`config.mk`:
```
export PLATFORM = sky130hd
export DESIGN_NAME = binary_to_decimal_string_top
export DESIGN_NICKNAME = d
export VERILOG_FILES = /design/src/rtl/core/btds_pkg.sv /design/src/rtl/core/binary_to_decimal_string_top.sv /design/src/rtl/core/btds_front.sv /design/src/rtl/core/btds_queue.sv /design/src/rtl/core/btds_back.sv
export SDC_FILE = /design/constraint.sdc
export NUM_CORES = 1
export LEC_CHECK = 0
export BUFFER_PORTS_ARGS = -buffer_cell sky130_fd_sc_hd__buf_4
export CORE_UTILIZATION = 60
export CTS_CLUSTER_DIAMETER = 120
export DETAILED_ROUTE_END_ITERATION = 10
export PLACE_DENSITY_LB_ADDON = 0.1
export RECOVER_POWER = 50
export SYNTH_ARGS = -nofsm -noshare
export SYNTH_HDL_FRONTEND = slang
export SYNTH_SLANG_ARGS = --single-unit
```
`constraint.sdc`:
```
create_clock -name clk -period 21.7 [get_ports clk]
set_input_delay 1.085 -clock clk [delete_from_list [all_inputs] [get_ports clk]]
set_output_delay 1.085 -clock clk [all_outputs]
set_load 0.01 [all_outputs]
```
`src/rtl/core/btds_pkg.sv`:
```
`timescale 1ns / 1ps
// ----------------------------------------------------------------------------
// btds_pkg
// Shared types and constants for the binary to decimal string converter.
// ----------------------------------------------------------------------------
package btds_pkg;

    // field widths
    localparam int RAW_W      = 64;
    localparam int SIGN_W     = 8;
    localparam int SCALE_W    = 6;
    localparam int CHAR_W     = 6;
    localparam int LIMB_W     = 32;

    // conversion sizes
    localparam int BIN_W      = 2 * RAW_W;
    localparam int NUM_DIGITS = 40;
    localparam int BCD_W      = NUM_DIGITS * 4;
    localparam int POS_W      = $clog2(NUM_DIGITS + 1);

    // shift steps per mode: money is left aligned so only its 64 bits are walked
    localparam int MONEY_STEPS   = RAW_W;
    localparam int NUMERIC_STEPS = BIN_W;
    localparam int CNT_W         = $clog2(NUMERIC_STEPS + 1);

    // money always has four digits after the point
    localparam logic [SCALE_W-1:0] MONEY_SCALE = SCALE_W'(4);

    // queue between front and back
    localparam int QUEUE_DEPTH = 2;

    // opcodes
    localparam logic OP_MONEY   = 1'b0;
    localparam logic OP_NUMERIC = 1'b1;

    // character codes, already reduced to six bits
    localparam logic [CHAR_W-1:0] CHAR_MINUS = CHAR_W'(45);
    localparam logic [CHAR_W-1:0] CHAR_POINT = CHAR_W'(46);
    localparam logic [CHAR_W-1:0] CHAR_ZERO  = CHAR_W'(48);

    // input transaction
    typedef struct packed {
        logic               opcode;
        logic [RAW_W-1:0]   raw_low;
        logic [RAW_W-1:0]   raw_high;
        logic [SIGN_W-1:0]  sign_byte;
        logic [SCALE_W-1:0] scale;
    } in_item_t;

    // output transaction
    typedef struct packed {
        logic [CHAR_W-1:0] char_code;
        logic              last;
    } out_item_t;

    // classified job handed from front to back
    typedef struct packed {
        logic               money;
        logic               neg;
        logic [BIN_W-1:0]   mag;
        logic [SCALE_W-1:0] scale;
    } job_t;

    // back end sequencer
    typedef enum logic [2:0] {
        ST_IDLE,
        ST_CONV,
        ST_SKIP,
        ST_SIGN,
        ST_EMIT
    } back_state_t;

endpackage

```
`src/rtl/core/binary_to_decimal_string_top.sv`:
```
`timescale 1ns / 1ps
// ----------------------------------------------------------------------------
// binary_to_decimal_string_top
// Converts a money or numeric field to its decimal text, one character per
// output transaction.
// ----------------------------------------------------------------------------
// Each transaction turns into 1 to 42 characters: an optional '-', the
// digits with leading zeros dropped down to scale+1, and a '.' ahead of the
// last scale digits; last marks the final character. Work per transaction is
// set by the shift-and-add-3 unit in the back end: the job is loaded, its
// 64 money bits or 128 numeric bits are shifted in, leading zeros are then
// stripped one at a time (up to 35 for money, 39 for numeric), and the
// characters go out while out_ready is high. A
// two-entry queue sits between the classifying front end and the converter,
// so up to two further transactions are taken while one is converted or its
// characters are still going out.
// ----------------------------------------------------------------------------
module binary_to_decimal_string_top
    import btds_pkg::*;
(
    input  logic      clk,
    input  logic      rst_n,
    input  logic      in_valid,
    output logic      in_ready,
    input  in_item_t  in_item,
    output logic      out_valid,
    input  logic      out_ready,
    output out_item_t out_item
);

    logic push_valid;
    logic push_ready;
    job_t push_job;
    logic pop_valid;
    logic pop_ready;
    job_t pop_job;

    // decode and sign handling
    btds_front u_front (
        .clk        (clk),
        .rst_n      (rst_n),
        .in_valid   (in_valid),
        .in_ready   (in_ready),
        .in_item    (in_item),
        .push_valid (push_valid),
        .push_ready (push_ready),
        .push_job   (push_job)
    );

    // job queue
    btds_queue u_queue (
        .clk        (clk),
        .rst_n      (rst_n),
        .push_valid (push_valid),
        .push_ready (push_ready),
        .push_job   (push_job),
        .pop_valid  (pop_valid),
        .pop_ready  (pop_ready),
        .pop_job    (pop_job)
    );

    // conversion and character output
    btds_back u_back (
        .clk       (clk),
        .rst_n     (rst_n),
        .job_valid (pop_valid),
        .job_ready (pop_ready),
        .job       (pop_job),
        .out_valid (out_valid),
        .out_ready (out_ready),
        .out_item  (out_item)
    );

endmodule

```
`src/rtl/core/btds_front.sv`:
```
`timescale 1ns / 1ps
// ----------------------------------------------------------------------------
// btds_front
// Accepts input transactions, decodes the field layout and sign, and builds
// the magnitude that the back end converts, left-aligned for money.
// ----------------------------------------------------------------------------
module btds_front
    import btds_pkg::*;
(
    input  logic     clk,
    input  logic     rst_n,
    input  logic     in_valid,
    output logic     in_ready,
    input  in_item_t in_item,
    output logic     push_valid,
    input  logic     push_ready,
    output job_t     push_job
);

    logic             money_neg;
    logic [RAW_W-1:0] money_mag;
    logic [BIN_W-1:0] numeric_mag;
    logic             busy_reg;
    logic             busy_next;

    // money: 64-bit two's complement, negate to a magnitude
    assign money_neg = in_item.raw_low[RAW_W-1];
    assign money_mag = money_neg ? (~in_item.raw_low + RAW_W'(1)) : in_item.raw_low;

    // numeric: four 32-bit little-endian words, most significant word first
    assign numeric_mag = {in_item.raw_low[LIMB_W-1:0],
                          in_item.raw_low[RAW_W-1:LIMB_W],
                          in_item.raw_high[LIMB_W-1:0],
                          in_item.raw_high[RAW_W-1:LIMB_W]};

    // classify the transaction into a job
    always_comb
    begin
        push_job = '0;
        if (in_item.opcode == OP_MONEY)
        begin
            push_job.money = 1'b1;
            push_job.neg   = money_neg;
            push_job.mag   = {money_mag, {(BIN_W - RAW_W){1'b0}}};
            push_job.scale = MONEY_SCALE;
        end
        else
        begin
            push_job.money = 1'b0;
            push_job.neg   = in_item.sign_byte[SIGN_W-1];
            push_job.mag   = numeric_mag;
            push_job.scale = in_item.scale;
        end
    end

    // hold off acceptance while reset is asserted or just released
    assign busy_next  = 1'b0;
    assign in_ready   = push_ready && !busy_reg;
    assign push_valid = in_valid && !busy_reg;

    always_ff @(posedge clk or negedge rst_n)
    begin
        if (!rst_n)
        begin
            busy_reg <= 1'b1;
        end
        else
        begin
            busy_reg <= busy_next;
        end
    end

endmodule

```
`src/rtl/core/btds_queue.sv`:
```
`timescale 1ns / 1ps
// ----------------------------------------------------------------------------
// btds_queue
// Short job queue that lets the front accept while the back converts.
// ----------------------------------------------------------------------------
module btds_queue
    import btds_pkg::*;
(
    input  logic clk,
    input  logic rst_n,
    input  logic push_valid,
    output logic push_ready,
    input  job_t push_job,
    output logic pop_valid,
    input  logic pop_ready,
    output job_t pop_job
);

    localparam int PTR_W = (QUEUE_DEPTH > 1) ? $clog2(QUEUE_DEPTH) : 1;
    localparam int CNT_Q = $clog2(QUEUE_DEPTH + 1);

    job_t             entry_reg [QUEUE_DEPTH];
    logic [PTR_W-1:0] wr_ptr_reg;
    logic [PTR_W-1:0] wr_ptr_next;
    logic [PTR_W-1:0] rd_ptr_reg;
    logic [PTR_W-1:0] rd_ptr_next;
    logic [CNT_Q-1:0] count_reg;
    logic [CNT_Q-1:0] count_next;
    logic             do_push;
    logic             do_pop;

    assign push_ready = (count_reg != CNT_Q'(QUEUE_DEPTH));
    assign pop_valid  = (count_reg != '0);
    assign pop_job    = entry_reg[rd_ptr_reg];
    assign do_push    = push_valid && push_ready;
    assign do_pop     = pop_valid && pop_ready;

    // pointer and fill count update
    always_comb
    begin
        wr_ptr_next = wr_ptr_reg;
        rd_ptr_next = rd_ptr_reg;
        count_next  = count_reg;
        if (do_push)
        begin
            wr_ptr_next = (wr_ptr_reg == PTR_W'(QUEUE_DEPTH - 1)) ? '0 : wr_ptr_reg + PTR_W'(1);
        end
        if (do_pop)
        begin
            rd_ptr_next = (rd_ptr_reg == PTR_W'(QUEUE_DEPTH - 1)) ? '0 : rd_ptr_reg + PTR_W'(1);
        end
        if (do_push && !do_pop)
        begin
            count_next = count_reg + CNT_Q'(1);
        end
        else if (do_pop && !do_push)
        begin
            count_next = count_reg - CNT_Q'(1);
        end
    end

    always_ff @(posedge clk or negedge rst_n)
    begin
        if (!rst_n)
        begin
            wr_ptr_reg <= '0;
            rd_ptr_reg <= '0;
            count_reg  <= '0;
        end
        else
        begin
            wr_ptr_reg <= wr_ptr_next;
            rd_ptr_reg <= rd_ptr_next;
            count_reg  <= count_next;
        end
    end

    // entry storage
    always_ff @(posedge clk)
    begin
        if (do_push)
        begin
            entry_reg[wr_ptr_reg] <= push_job;
        end
    end

endmodule

```
`src/rtl/core/btds_back.sv`:
```
`timescale 1ns / 1ps
// ----------------------------------------------------------------------------
// btds_back
// Shift-and-add-3 conversion to 40 BCD digits, leading zero stripping, and
// character emission through a registered output stage.
// ----------------------------------------------------------------------------
module btds_back
    import btds_pkg::*;
(
    input  logic      clk,
    input  logic      rst_n,
    input  logic      job_valid,
    output logic      job_ready,
    input  job_t      job,
    output logic      out_valid,
    input  logic      out_ready,
    output out_item_t out_item
);

    back_state_t        state_reg;
    back_state_t        state_next;
    logic [BIN_W-1:0]   bin_reg;
    logic [BIN_W-1:0]   bin_next;
    logic [BCD_W-1:0]   bcd_reg;
    logic [BCD_W-1:0]   bcd_next;
    logic [CNT_W-1:0]   cnt_reg;
    logic [CNT_W-1:0]   cnt_next;
    logic [POS_W-1:0]   pos_reg;
    logic [POS_W-1:0]   pos_next;
    logic [SCALE_W-1:0] scale_reg;
    logic [SCALE_W-1:0] scale_next;
    logic               neg_reg;
    logic               neg_next;
    logic               dot_reg;
    logic               dot_next;
    logic               out_valid_reg;
    logic               out_valid_next;
    out_item_t          out_item_reg;
    out_item_t          out_item_next;
    logic [BCD_W-1:0]   bcd_adj;
    logic [3:0]         top_digit;
    logic               can_emit;
    logic               more_zeros;

    // add 3 to every digit of 5 or more before the shift
    always_comb
    begin
        for (int d = 0; d < NUM_DIGITS; d++)
        begin
            if (bcd_reg[d*4 +: 4] >= 4'd5)
            begin
                bcd_adj[d*4 +: 4] = bcd_reg[d*4 +: 4] + 4'd3;
            end
            else
            begin
                bcd_adj[d*4 +: 4] = bcd_reg[d*4 +: 4];
            end
        end
    end

    assign top_digit  = bcd_reg[BCD_W-1 -: 4];
    assign can_emit   = !out_valid_reg || out_ready;
    assign more_zeros = ({1'b0, pos_reg} > ({1'b0, scale_reg} + (SCALE_W + 1)'(1)))
                        && (top_digit == 4'd0);

    // sequencer: next state and outputs
    always_comb
    begin
        state_next     = state_reg;
        bin_next       = bin_reg;
        bcd_next       = bcd_reg;
        cnt_next       = cnt_reg;
        pos_next       = pos_reg;
        scale_next     = scale_reg;
        neg_next       = neg_reg;
        dot_next       = dot_reg;
        out_valid_next = out_valid_reg && !out_ready;
        out_item_next  = out_item_reg;
        job_ready      = 1'b0;

        unique case (state_reg)
            ST_IDLE:
            begin
                if (job_valid)
                begin
                    job_ready  = 1'b1;
                    bin_next   = job.mag;
                    bcd_next   = '0;
                    cnt_next   = job.money ? CNT_W'(MONEY_STEPS) : CNT_W'(NUMERIC_STEPS);
                    pos_next   = POS_W'(NUM_DIGITS);
                    scale_next = job.scale;
                    neg_next   = job.neg;
                    dot_next   = 1'b0;
                    state_next = ST_CONV;
                end
            end

            ST_CONV:
            begin
                bcd_next = {bcd_adj[BCD_W-2:0], bin_reg[BIN_W-1]};
                bin_next = {bin_reg[BIN_W-2:0], 1'b0};
                cnt_next = cnt_reg - CNT_W'(1);
                if (cnt_reg == CNT_W'(1))
                begin
                    state_next = ST_SKIP;
                end
            end

            // drop one leading zero per cycle, never below scale+1 digits
            ST_SKIP:
            begin
                if (more_zeros)
                begin
                    bcd_next = {bcd_reg[BCD_W-5:0], 4'd0};
                    pos_next = pos_reg - POS_W'(1);
                end
                else
                begin
                    state_next = neg_reg ? ST_SIGN : ST_EMIT;
                end
            end

            ST_SIGN:
            begin
                if (can_emit)
                begin
                    out_valid_next          = 1'b1;
                    out_item_next.char_code = CHAR_MINUS;
                    out_item_next.last      = 1'b0;
                    state_next              = ST_EMIT;
                end
            end

            // point before the digit whose position equals the scale
            ST_EMIT:
            begin
                if (can_emit)
                begin
                    out_valid_next = 1'b1;
                    if ((pos_reg == POS_W'(scale_reg)) && !dot_reg)
                    begin
                        out_item_next.char_code = CHAR_POINT;
                        out_item_next.last      = 1'b0;
                        dot_next                = 1'b1;
                    end
                    else
                    begin
                        out_item_next.char_code = CHAR_ZERO + {2'b00, top_digit};
                        out_item_next.last      = (pos_reg == POS_W'(1));
                        bcd_next                = {bcd_reg[BCD_W-5:0], 4'd0};
                        pos_next                = pos_reg - POS_W'(1);
                        dot_next                = 1'b0;
                        if (pos_reg == POS_W'(1))
                        begin
                            state_next = ST_IDLE;
                        end
                    end
                end
            end

            default:
            begin
                state_next = ST_IDLE;
            end
        endcase
    end

    // control registers
    always_ff @(posedge clk or negedge rst_n)
    begin
        if (!rst_n)
        begin
            state_reg     <= ST_IDLE;
            out_valid_reg <= 1'b0;
        end
        else
        begin
            state_reg     <= state_next;
            out_valid_reg <= out_valid_next;
        end
    end

    // datapath registers
    always_ff @(posedge clk)
    begin
        bin_reg      <= bin_next;
        bcd_reg      <= bcd_next;
        cnt_reg      <= cnt_next;
        pos_reg      <= pos_next;
        scale_reg    <= scale_next;
        neg_reg      <= neg_next;
        dot_reg      <= dot_next;
        out_item_reg <= out_item_next;
    end

    assign out_valid = out_valid_reg;
    assign out_item  = out_item_reg;

endmodule

```
# Word-level counts from Yosys, hierarchy flattened
# Memory sizes are Yosys's and may differ from the RTL's.
# Index checks and enable logic that the tools add are counted.
# classes
n_reduce_logical	33
n_lt_le_gt_ge	41
bitwise_logic	1
eq_ne	16
muxes	84
n_addsub	49
# op_table
op	n
160-bit 2-to-1 mux	4
160-bit case mux with 4 select lines	1
128-bit case mux with 2 select lines	1
4-bit by 3-bit greater-or-equal comparator with 1-bit output, second input constant	40
4-bit by 2-bit adder with 4-bit output, second input constant	39
4-bit 2-to-1 mux	39
136-bit 2-to-1 mux	1
128-bit 2-to-1 mux	1
64-bit by 1-bit adder with 64-bit output, second input constant	1
64-bit 2-to-1 mux	1
64-bit inverter	1
3-bit 2-to-1 mux	9
6-bit 2-to-1 mux	4
7-bit 2-to-1 mux	3
6-bit case mux with 3 select lines	1
8-bit 2-to-1 mux	2
8-bit case mux with 2 select lines	1
3-bit case mux with 5 select lines	1
7-bit case mux with 2 select lines	1
1-bit 2-to-1 mux	11
2-bit by 1-bit != test with 1-bit output, second input constant	5
5-bit AND reduction	2
2-bit nonzero test	5
1-bit logical AND	9
other kinds (28)	41
# word_totals
memories	1
out_inout_bits	9
ramBits	272
ff_bits	326
wordCells	240
# memory_table
name	depth	word_bits	read_ports	rd_ports_with_merged_regs	wr	line_no	rtl
u_queue.entry_reg	2	136	1	0	1	btds_queue.sv:22	job_t entry_reg [QUEUE_DEPTH];

# Longest topological paths before layout
# Gate-level depths: netlist of run 1.
# depth
word_depth	7
ltp_mapped	9

# Modules after synthesis
# From an unflattened synthesis of run 1, not the netlist that was laid out.
# hier_totals
cells_unflattened	2598
hier_area_um2	30515.5
# modules_own_cells
module	cells_per_inst	instances	area_per_inst_um2
btds_back	1622	1	17165.2
btds_queue	441	1	10087.2
btds_front	535	1	3263.1

# Worst setup path after synthesis of run 1
# OpenSTA, ideal clock, no wires.
# synth_path
path_type	register to register
start	register u_back.scale_reg[0]
end	register u_back.bcd_reg[0], enable pin
stages_incl_launch_ff	10
arrival_ns	8.464
slack_ns	12.554
path_buffers	0
cell_sequence	edfxtp_1 ha_1 nand3_1 xor2_1 ha_1 nand3_1 o211ai_1 a211oi_1 o22ai_1 nor2_1
# synth_between
elab_chain_cells	5
word_cells_on_any_way	8
# synth_rtl
item	line_no	rtl
from (decl)	btds_back.sv:30	logic [SCALE_W-1:0] scale_reg;
from (signal assigned)	btds_back.sv:190	scale_reg <= scale_next;
6-bit by 1-bit adder with 7-bit output	btds_back.sv:63	assign more_zeros = ({1'b0, pos_reg} > ({1'b0, scale_reg} + (SCALE_W + 1)'(1)))
6-bit by 7-bit > comparator with 1-bit output	btds_back.sv:63	
1-bit logical AND	btds_back.sv:64	&& (top_digit == 4'd0);
2-bit by 1-bit != test with 1-bit output (no line)	--	
5-bit AND reduction (no line) *	--	
to (signal assigned)	btds_back.sv:187	bcd_reg <= bcd_next;
to (decl)	btds_back.sv:24	logic [BCD_W-1:0] bcd_reg;
# Mark *: on every way between the ends. The rest lies on a longest branch, timed or not.
# A chain may end at the register's enable or synchronous reset.

# Worst setup path after layout of run 1
# layout_path
start	register u_back.state_reg[2]
end	register u_back.bcd_reg[48], data pin
# layout_between
elab_chain_cells	2
word_cells_on_any_way	5
# layout_rtl
item	line_no	rtl
from (decl)	btds_back.sv:20	back_state_t state_reg;
from (signal assigned)	btds_back.sv:178	state_reg <= state_next;
3-bit equality test (tied with other cells)	btds_back.sv:81	unique case (state_reg)
160-bit case mux with 4 select lines *	btds_back.sv:81	
via u_back.bcd_next[48]	btds_back.sv:25	logic [BCD_W-1:0] bcd_next;
# Mark *: on every way through the listed nets, which the timed path passes. The rest lies on a longest branch.

==> results of run 1 <==
==> per-layer routing <==
metal / global-route usage [%] / wire length [um] / up-vias
met5: 0 / 42 / -
met4: 8.69 / 1710 / 6
met3: 4.29 / 3500 / 116
met2: 42.0 / 30800 / 544
met1: 32.7 / 27200 / 10007
li1: - / - / 9737
==> placed cells by master (no fill, tap or decap), drive strengths merged, types with 33 or more instances in the layout <==
cell type	Yosys	layout
mux2i	131	131
xnor2	58	58
and2	74	74
nor3b	67	67
edfxtp	588	588
a22o	41	41
nand2	349	349
a21oi	105	105
inv	102	103
nand3	36	36
nand2b	44	44
nor2	65	65
clkinv	0	33
clkbuf	97	92
xor2	53	53
o21ai	358	358
ha	94	94
buf	29	151
o31ai	43	43
==> synthesized netlist by cell type (all sizes together) (11+ instances only) <==
cell	n	share of area (%)
nand2b	44	0.92
and2	74	1.5
inv	102	1.3
clkbuf	97	1.2
nand4	13	0.27
nor4	22	0.68
or3	14	0.31
o41ai	13	0.40
or4	11	0.28
a22o	41	1.2
a22oi	19	0.48
nor3b	67	1.7
o31ai	43	1.1
o21ai	358	6.0
nor3	27	0.50
ha	94	3.9
nor2	65	0.81
edfxtp	588	59
a222oi	12	0.40
nand2	349	4.4
buf	29	0.44
nand3	36	0.60
nor2b	18	0.38
mux2	11	0.41
mux2i	131	4.4
xnor2	58	1.7
xor2	53	1.5
a21oi	105	1.8
==> worst paths after layout <==
kind | end | cells past startpoint
setup / recovery | u_back.bcd_reg[48]$_DFFE_PP_ | 6
setup reg to reg | u_back.bcd_reg[48]$_DFFE_PP_ | 6
hold reg to reg | u_queue.wr_ptr_reg$_DFFE_PN0P_ | 1
hold / removal | u_back.state_reg[2]$_DFFE_PN0P_ | 1
max in group asynchronous | u_queue.wr_ptr_reg$_DFFE_PN0P_ | 1
min in group clk | u_queue.wr_ptr_reg$_DFFE_PN0P_ | 1
==> report_power, final <==
group          switching [mW]  leakage (nW)  total [mW]  internal [mW]
Sequential              0.264          5.85        2.19           1.93
Combinational            1.03          5.14        1.62          0.592
Clock                   0.437         0.963        1.03          0.589
Total                    1.73          11.9        4.84           3.11
==> worst reg2reg max path, stage by stage (launching register included) <==
cell and delay [ns]:
dfrtp_1 0.63, nor2_1 0.15, nand2_1 1.17, clkbuf_1 2.86
nor3b_1 0.23, o21ai_0 0.37, o31ai_1 0.12
==> kinds of logic after synthesis <==
kind of cell,after synthesis,synth area share (%)
AOI/OAI and AO/OA,631,12.4
xor gates and xnor gates,111,3.24
adders and majority gates,94,3.92
buffers and inverters,228,2.93
DFF,597,59.6
muxes,142,4.78
other,2,0.0250
and+or+nand+nor,771,13.1
==> per-stage QoR <==
stage	power, mW	std cells
5_1_grt	5.17	3398
2_1_floorplan	3.43	2576
3_5_place_dp	3.81	3282
3_3_place_gp	3.72	3282
6_report	4.84	3399
4_1_cts	4.85	3398
==> layout make-up <==
class                      count  area share (%)
sequential                   597            53.4
multi-input combinational   1751            33.6
clock buffer                  75            4.71
timing repair buffer         168            3.57
tap                          664            2.48
clock inverter                41            1.16
inverter                     102            1.14
antenna                        1         0.00747
==> flow_metrics.tcl, run 1 <==
set metrics [dict create \
    outcome "finished with violations" \
    failed_checks "max-capacitance violations, max-slew violations" \
    min_period_ns 5.94 \
    place.detailed.hpwl_mm 38.8 \
    overflow 0 \
    cts_buffer_depth 3 \
    synth_edf_count 588 \
    grt_pass1_vias 20241 \
    crit_buf_inv 1 \
    clkSlewWorstSetupHoldPaths_ns 0.07 \
    nNetsFinal 2922 \
    cts_root_buf "clkbuf_16" \
    fmax_ghz 0.168 \
    antenna_found_initial 3 \
    ir_drop_mv 0.100 \
    synth_area_per_cell_um2 11.6 \
    clock-sinks 597 \
    power.leakage_nw 11.9 \
    detail_route.wl_per_cell_um 18.6 \
    cap_violations 11 \
    clk_latency_ns 0.65 \
    cts_hold_buf 0 \
    grt_max_degree 108 \
    place.gp.congestion 0.929 \
    path_max_fanout 95 \
    syn_nets 2817 \
    cts_tree "done" \
    end_kind "flop" \
    synth_cell_type_count 64 \
    final_cell_area_um2 33500 \
    async_flop_share_pct 1.51 \
    io_pins 156 \
    numCtsBuffers 61 \
    largest_register_ffs 272 \
    hold_ws_ns 0.442 \
    finalHoldViolCount 0 \
    critPathRequiredTime_ns 21.94 \
    slowest_stage "clkbuf_1" \
    finalSetupTns_ns 0 \
    cp-startpoint "u_back.state_reg[2]$_DFFE_PN0P_" \
    htree_levels 2 \
    grt_usage_pct 24.9 \
    setup_ws_ns 15.76 \
    ys_seq_elements 597 \
    rsz0062_at_grt "false" \
    syn_inst 2576 \
    hp-class "in2async" \
    place_ws_ns 16.97 \
    rows 81 \
    fin_worst_skew_ns 0.0285 \
    post_dp_cell_area_um2 31700 \
    num-fill-cells 3640 \
    post_cts_buffers 0 \
    reg2reg_from "u_back.state_reg[2]$_DFFE_PN0P_" \
    wl_mm 63.2 \
    drive_above_1_share_pct 9.58 \
    area_growth_pct 11.7 \
    path_cells "nor2_1 > nand2_1 > clkbuf_1 > nor3b_1 > o21ai_0 > o31ai_1" \
    dr.pass1.iters 9 \
    cp_top_family "buffers and inverters" \
    critPathKind "reg2reg" \
    reg2reg_slack_ns 15.76 \
    worst_pin_slew_ns 4.55 \
    cpPeakStageDelay_ns 2.85 \
    synthesis.area_um2 30000 \
    core_area_um2 49200 \
    seq_area_frac_synth_pct 59.6 \
    fp.dieW_um 226 \
    die_h_um 226 \
    ant_nets 0 \
    yosysWarnings 0 \
    die_area_um2 50900 \
    pwr_density_cell_nw_per_um2 144 \
    io_buffers 147 \
    period_share_pct 27.4 \
    drc_errors 0 \
    finalSetupViolCount 0 \
    start_util_pct 61.0 \
    vias 20410 \
    synthFlopType "edfxtp_1" \
    crit_path_start_kind "flop" \
    avgViaCountPerCell 6.00 \
    worst_slew_margin_rel_pct -204 \
    grt_pass1_wl_mm 101 \
    multiInputGateArea_um2 11200 \
    register_area_um2 17900 \
    arrival_ns 6.18 \
    final_util_pct 68.2 \
    drt_iter0_markers 1524 \
    slew_viol_final 755 \
    cts.repair.resized 0 \
]
Power figures use the tool's default switching activity.
==> inputs of run 2 (changes only) <==
ABC_AREA = 1   (was unset)
CORE_UTILIZATION = 56   (was 60)
clock period = 5 ns   (was 21.7 ns; I/O delays follow)
==> run 2 against run 1 <==
  * The flow finishes with violations (negative hold slack, max-capacitance violations, max-slew violations)
  * Non-clock buffer count increased by 86
  * Worst setup slack got worse by 15 ns
  * Via count increased by 11%
  * Clock power increased to 4.1 times the previous value
  * Power increased by 120%
  * Critical path type is now in2reg
  * Largest power group unchanged
  * Highest routed layer is now met4
==> flow_metrics.tcl, run 2 <==
set metrics [dict create \
    ir_drop_mv 0.319 \
    io_buffers 147 \
    ff2ff_path_depth 5 \
    synth_top_area_share_pct 58.9 \
    vias 22698 \
    synthesis.area_um2 30000 \
    power.leakage_nw 13.9 \
    ys_top_cells_by_count "nand2_1, edfxtp_1, inv_1, nor2_1, o21ai_0" \
    grt_max_degree 177 \
    min_period_ns 4.13 \
    diodes 0 \
    slowest_stage "clkbuf_1" \
    slew_viol_final 468 \
    htree_levels 2 \
    wl_mm 70.1 \
    fmax_ghz 0.242 \
    grt_pass1_vias 22325 \
    worst_slew_margin_rel_pct -117 \
    multiInputGateArea_um2 10200 \
    worstHoldStart "in_valid" \
    clk_latency_ns 0.65 \
    finalHoldViolCount 1 \
    seq_area_frac_synth_pct 59.7 \
    avgViaCountPerCell 5.63 \
    period_share_pct 82.6 \
    dr.pass1.iters 6 \
    cts_buffer_depth 3 \
    finalSetupViolCount 0 \
    synth_area_per_cell_um2 9.66 \
    die_area_um2 54400 \
    die_h_um 233 \
    switching_power_mw 2.44 \
    largest_register_ffs 272 \
    cp_top_family "buffers and inverters" \
    path_max_fanout 62 \
    async_flop_share_pct 1.51 \
    synth_edf_count 588 \
    grt_pass1_wl_mm 113 \
    grt_usage_pct 26.0 \
    yosys.cell_count.top_type "nand2_1" \
    drt_iter0_markers 1857 \
    rsz0062_at_grt "false" \
    syn_nets 3343 \
    antenna_found_initial 0 \
    reg2reg_slack_ns 1.30 \
    clock-sinks 597 \
    crit_path_start_kind "primary input" \
    pwr_density_cell_nw_per_um2 315 \
    place.gp.congestion 0.961 \
    critPathRequiredTime_ns 5.27 \
    overflow 0 \
    arrival_ns 4.40 \
    min_path_cells 3 \
    ant_nets 0 \
    crit_buf_inv 2 \
    yosysWarnings 0 \
    hold_ws_ns -0.0220 \
    cts_root_buf "clkbuf_16" \
    drive_above_1_share_pct 8.53 \
    detail_route.wl_per_cell_um 17.4 \
    swShare_pct 22.6 \
    pwr-share-comb_pct 6.6 \
    synthFlopType "edfxtp_1" \
    cts_tree "done" \
    start_util_pct 56.8 \
    reg2reg_to "u_queue.entry_reg[0][56]$_DFFE_PP_" \
    place.detailed.hpwl_mm 45.4 \
    cpMostUsedCell "nand2_1" \
    finalSetupTns_ns 0 \
    final_common_cell "nand2_1" \
    register_area_um2 17900 \
    pwr-share-seq_pct 54.0 \
    cap_violations 8 \
    hp-class "in2reg" \
    io_pins 156 \
    area_growth_pct 14.8 \
    holdPathEnd "u_queue.wr_ptr_reg$_DFFE_PN0P_" \
    layout.cells.most_common_list "nand2_1, edfxtp_1, inv_1, nor2_1, o21ai_0" \
    rows 84 \
    fin_worst_skew_ns 0.0314 \
    ys_seq_elements 597 \
    num-fill-cells 4161 \
    clkSlewWorstSetupHoldPaths_ns 0.06 \
    nNetsFinal 3537 \
    outcome "finished with violations" \
    post_cts_buffers 0 \
    syn_inst 3102 \
    failed_checks "negative hold slack, max-capacitance violations, max-slew violations" \
    worst_pin_slew_ns 3.26 \
    reg2reg_from "u_queue.count_reg[0]$_DFFE_PN0P_" \
    power.internal_mw 8.39 \
    numCtsBuffers 61 \
    fp.dieW_um 233 \
    pwr-share-clk_pct 39.5 \
    yosysTopAreaCell "edfxtp_1" \
    end_kind "flop" \
    core_area_um2 52800 \
    path_cells "clkbuf_1 > inv_1 > a21oi_1 > nor2_1 > nand2_1 > nand2_1 > nand3_1 > o21ai_0" \
    cpPeakStageDelay_ns 1.86 \
    synthTopCellsByArea "edfxtp_1, nand2_1, inv_1" \
    drc_errors 0 \
    synth_cell_type_count 38 \
    critPathKind "in2reg" \
]
run 2: repair_timing:
action | 4_1_cts | 5_1_grt
resized for setup | 0 | 0
hold buffers | 88 | 0
endpoints found under the hold margin | 179 | 0
run 2: worst max path at each step:
stage                                      from                             endpoint  cells past startpoint
2_1_floorplan  u_queue.count_reg[0]$_DFFE_PN0P_    u_queue.entry_reg[0][0]$_DFFE_PP_                      4
3_3_place_gp      u_back.scale_reg[2]$_DFFE_PP_        u_back.bcd_reg[106]$_DFFE_PP_                     10
3_5_place_dp      u_back.scale_reg[2]$_DFFE_PP_        u_back.bcd_reg[107]$_DFFE_PP_                     10
4_1_cts           u_back.scale_reg[2]$_DFFE_PP_        u_back.bcd_reg[118]$_DFFE_PP_                     10
5_1_grt                            in_item[141]  u_queue.entry_reg[0][116]$_DFFE_PP_                      8
6_report                           in_item[141]  u_queue.entry_reg[0][116]$_DFFE_PP_                      8
run 2: per-stage QoR:
step | utilization (%) | total power [mW] | cells | area (um2) | setup slack [ns]
finish | 65.2 | 10.8 | 4031 | 34400 | 0.870
CTS | 65.3 | 10.9 | 4031 | 34500 | 1.65
global route | 65.2 | 11.2 | 4031 | 34400 | 0.691
floorplan | - | 6.35 | 3102 | 30000 | -2.16
detailed placement | 60.1 | 6.61 | 3833 | 31700 | 1.69
global placement | 60.1 | 6.59 | 3833 | 31700 | 1.74
run 2: cells by family (layout without fill, tap and decap cells):
logic type               after synthesis  count (layout)  synth area share, %
flip-flops                           597             597                 59.7
other                                  2               2               0.0251
buffers and inverters                488             729                 6.21
AND/OR/NAND/NOR                     1307            1307                 17.9
adder cells (fa/ha/maj)               94              94                 3.93
XOR/XNOR                              56              56                 1.64
AO/OA/AOI/OAI                        558             558                 10.6
run 2: cell type report:
| class | instances | area share, % |
|---|---|---|
| tap | 688 | 2.50 |
| inverter | 365 | 4.01 |
| timing repair buffer | 254 | 6.25 |
| clock inverter | 29 | 0.717 |
| multi-input combinational | 2017 | 29.7 |
| sequential | 597 | 52.0 |
| clock buffer | 81 | 4.77 |
run 2: worst min-delay path: stages:
cell	delay (ns)
buf_4	0.12
nand2_1	0.13
xor2_1	0.09
run 2: power groups by stage:
stage	logic (mW)	registers [mW]	clock network, mW
global route	0.781	5.87	4.57
finish	0.712	5.85	4.27
floorplan	0.353	6.00	0
CTS	0.716	5.85	4.36
global placement	0.648	5.94	0
detailed placement	0.659	5.95	0
run 2: metal layers:
| metal | part of all wire [%] | vias to the layer above | global-route usage, % |
|---|---|---|---|
| met4 | 2.4 | 0 | 7.23 |
| met5 | 0 | - | 0 |
| met3 | 5.5 | 116 | 3.49 |
| met1 | 43 | 10875 | 34.0 |
| met2 | 49 | 684 | 45.2 |
| li1 | - | 11023 | - |
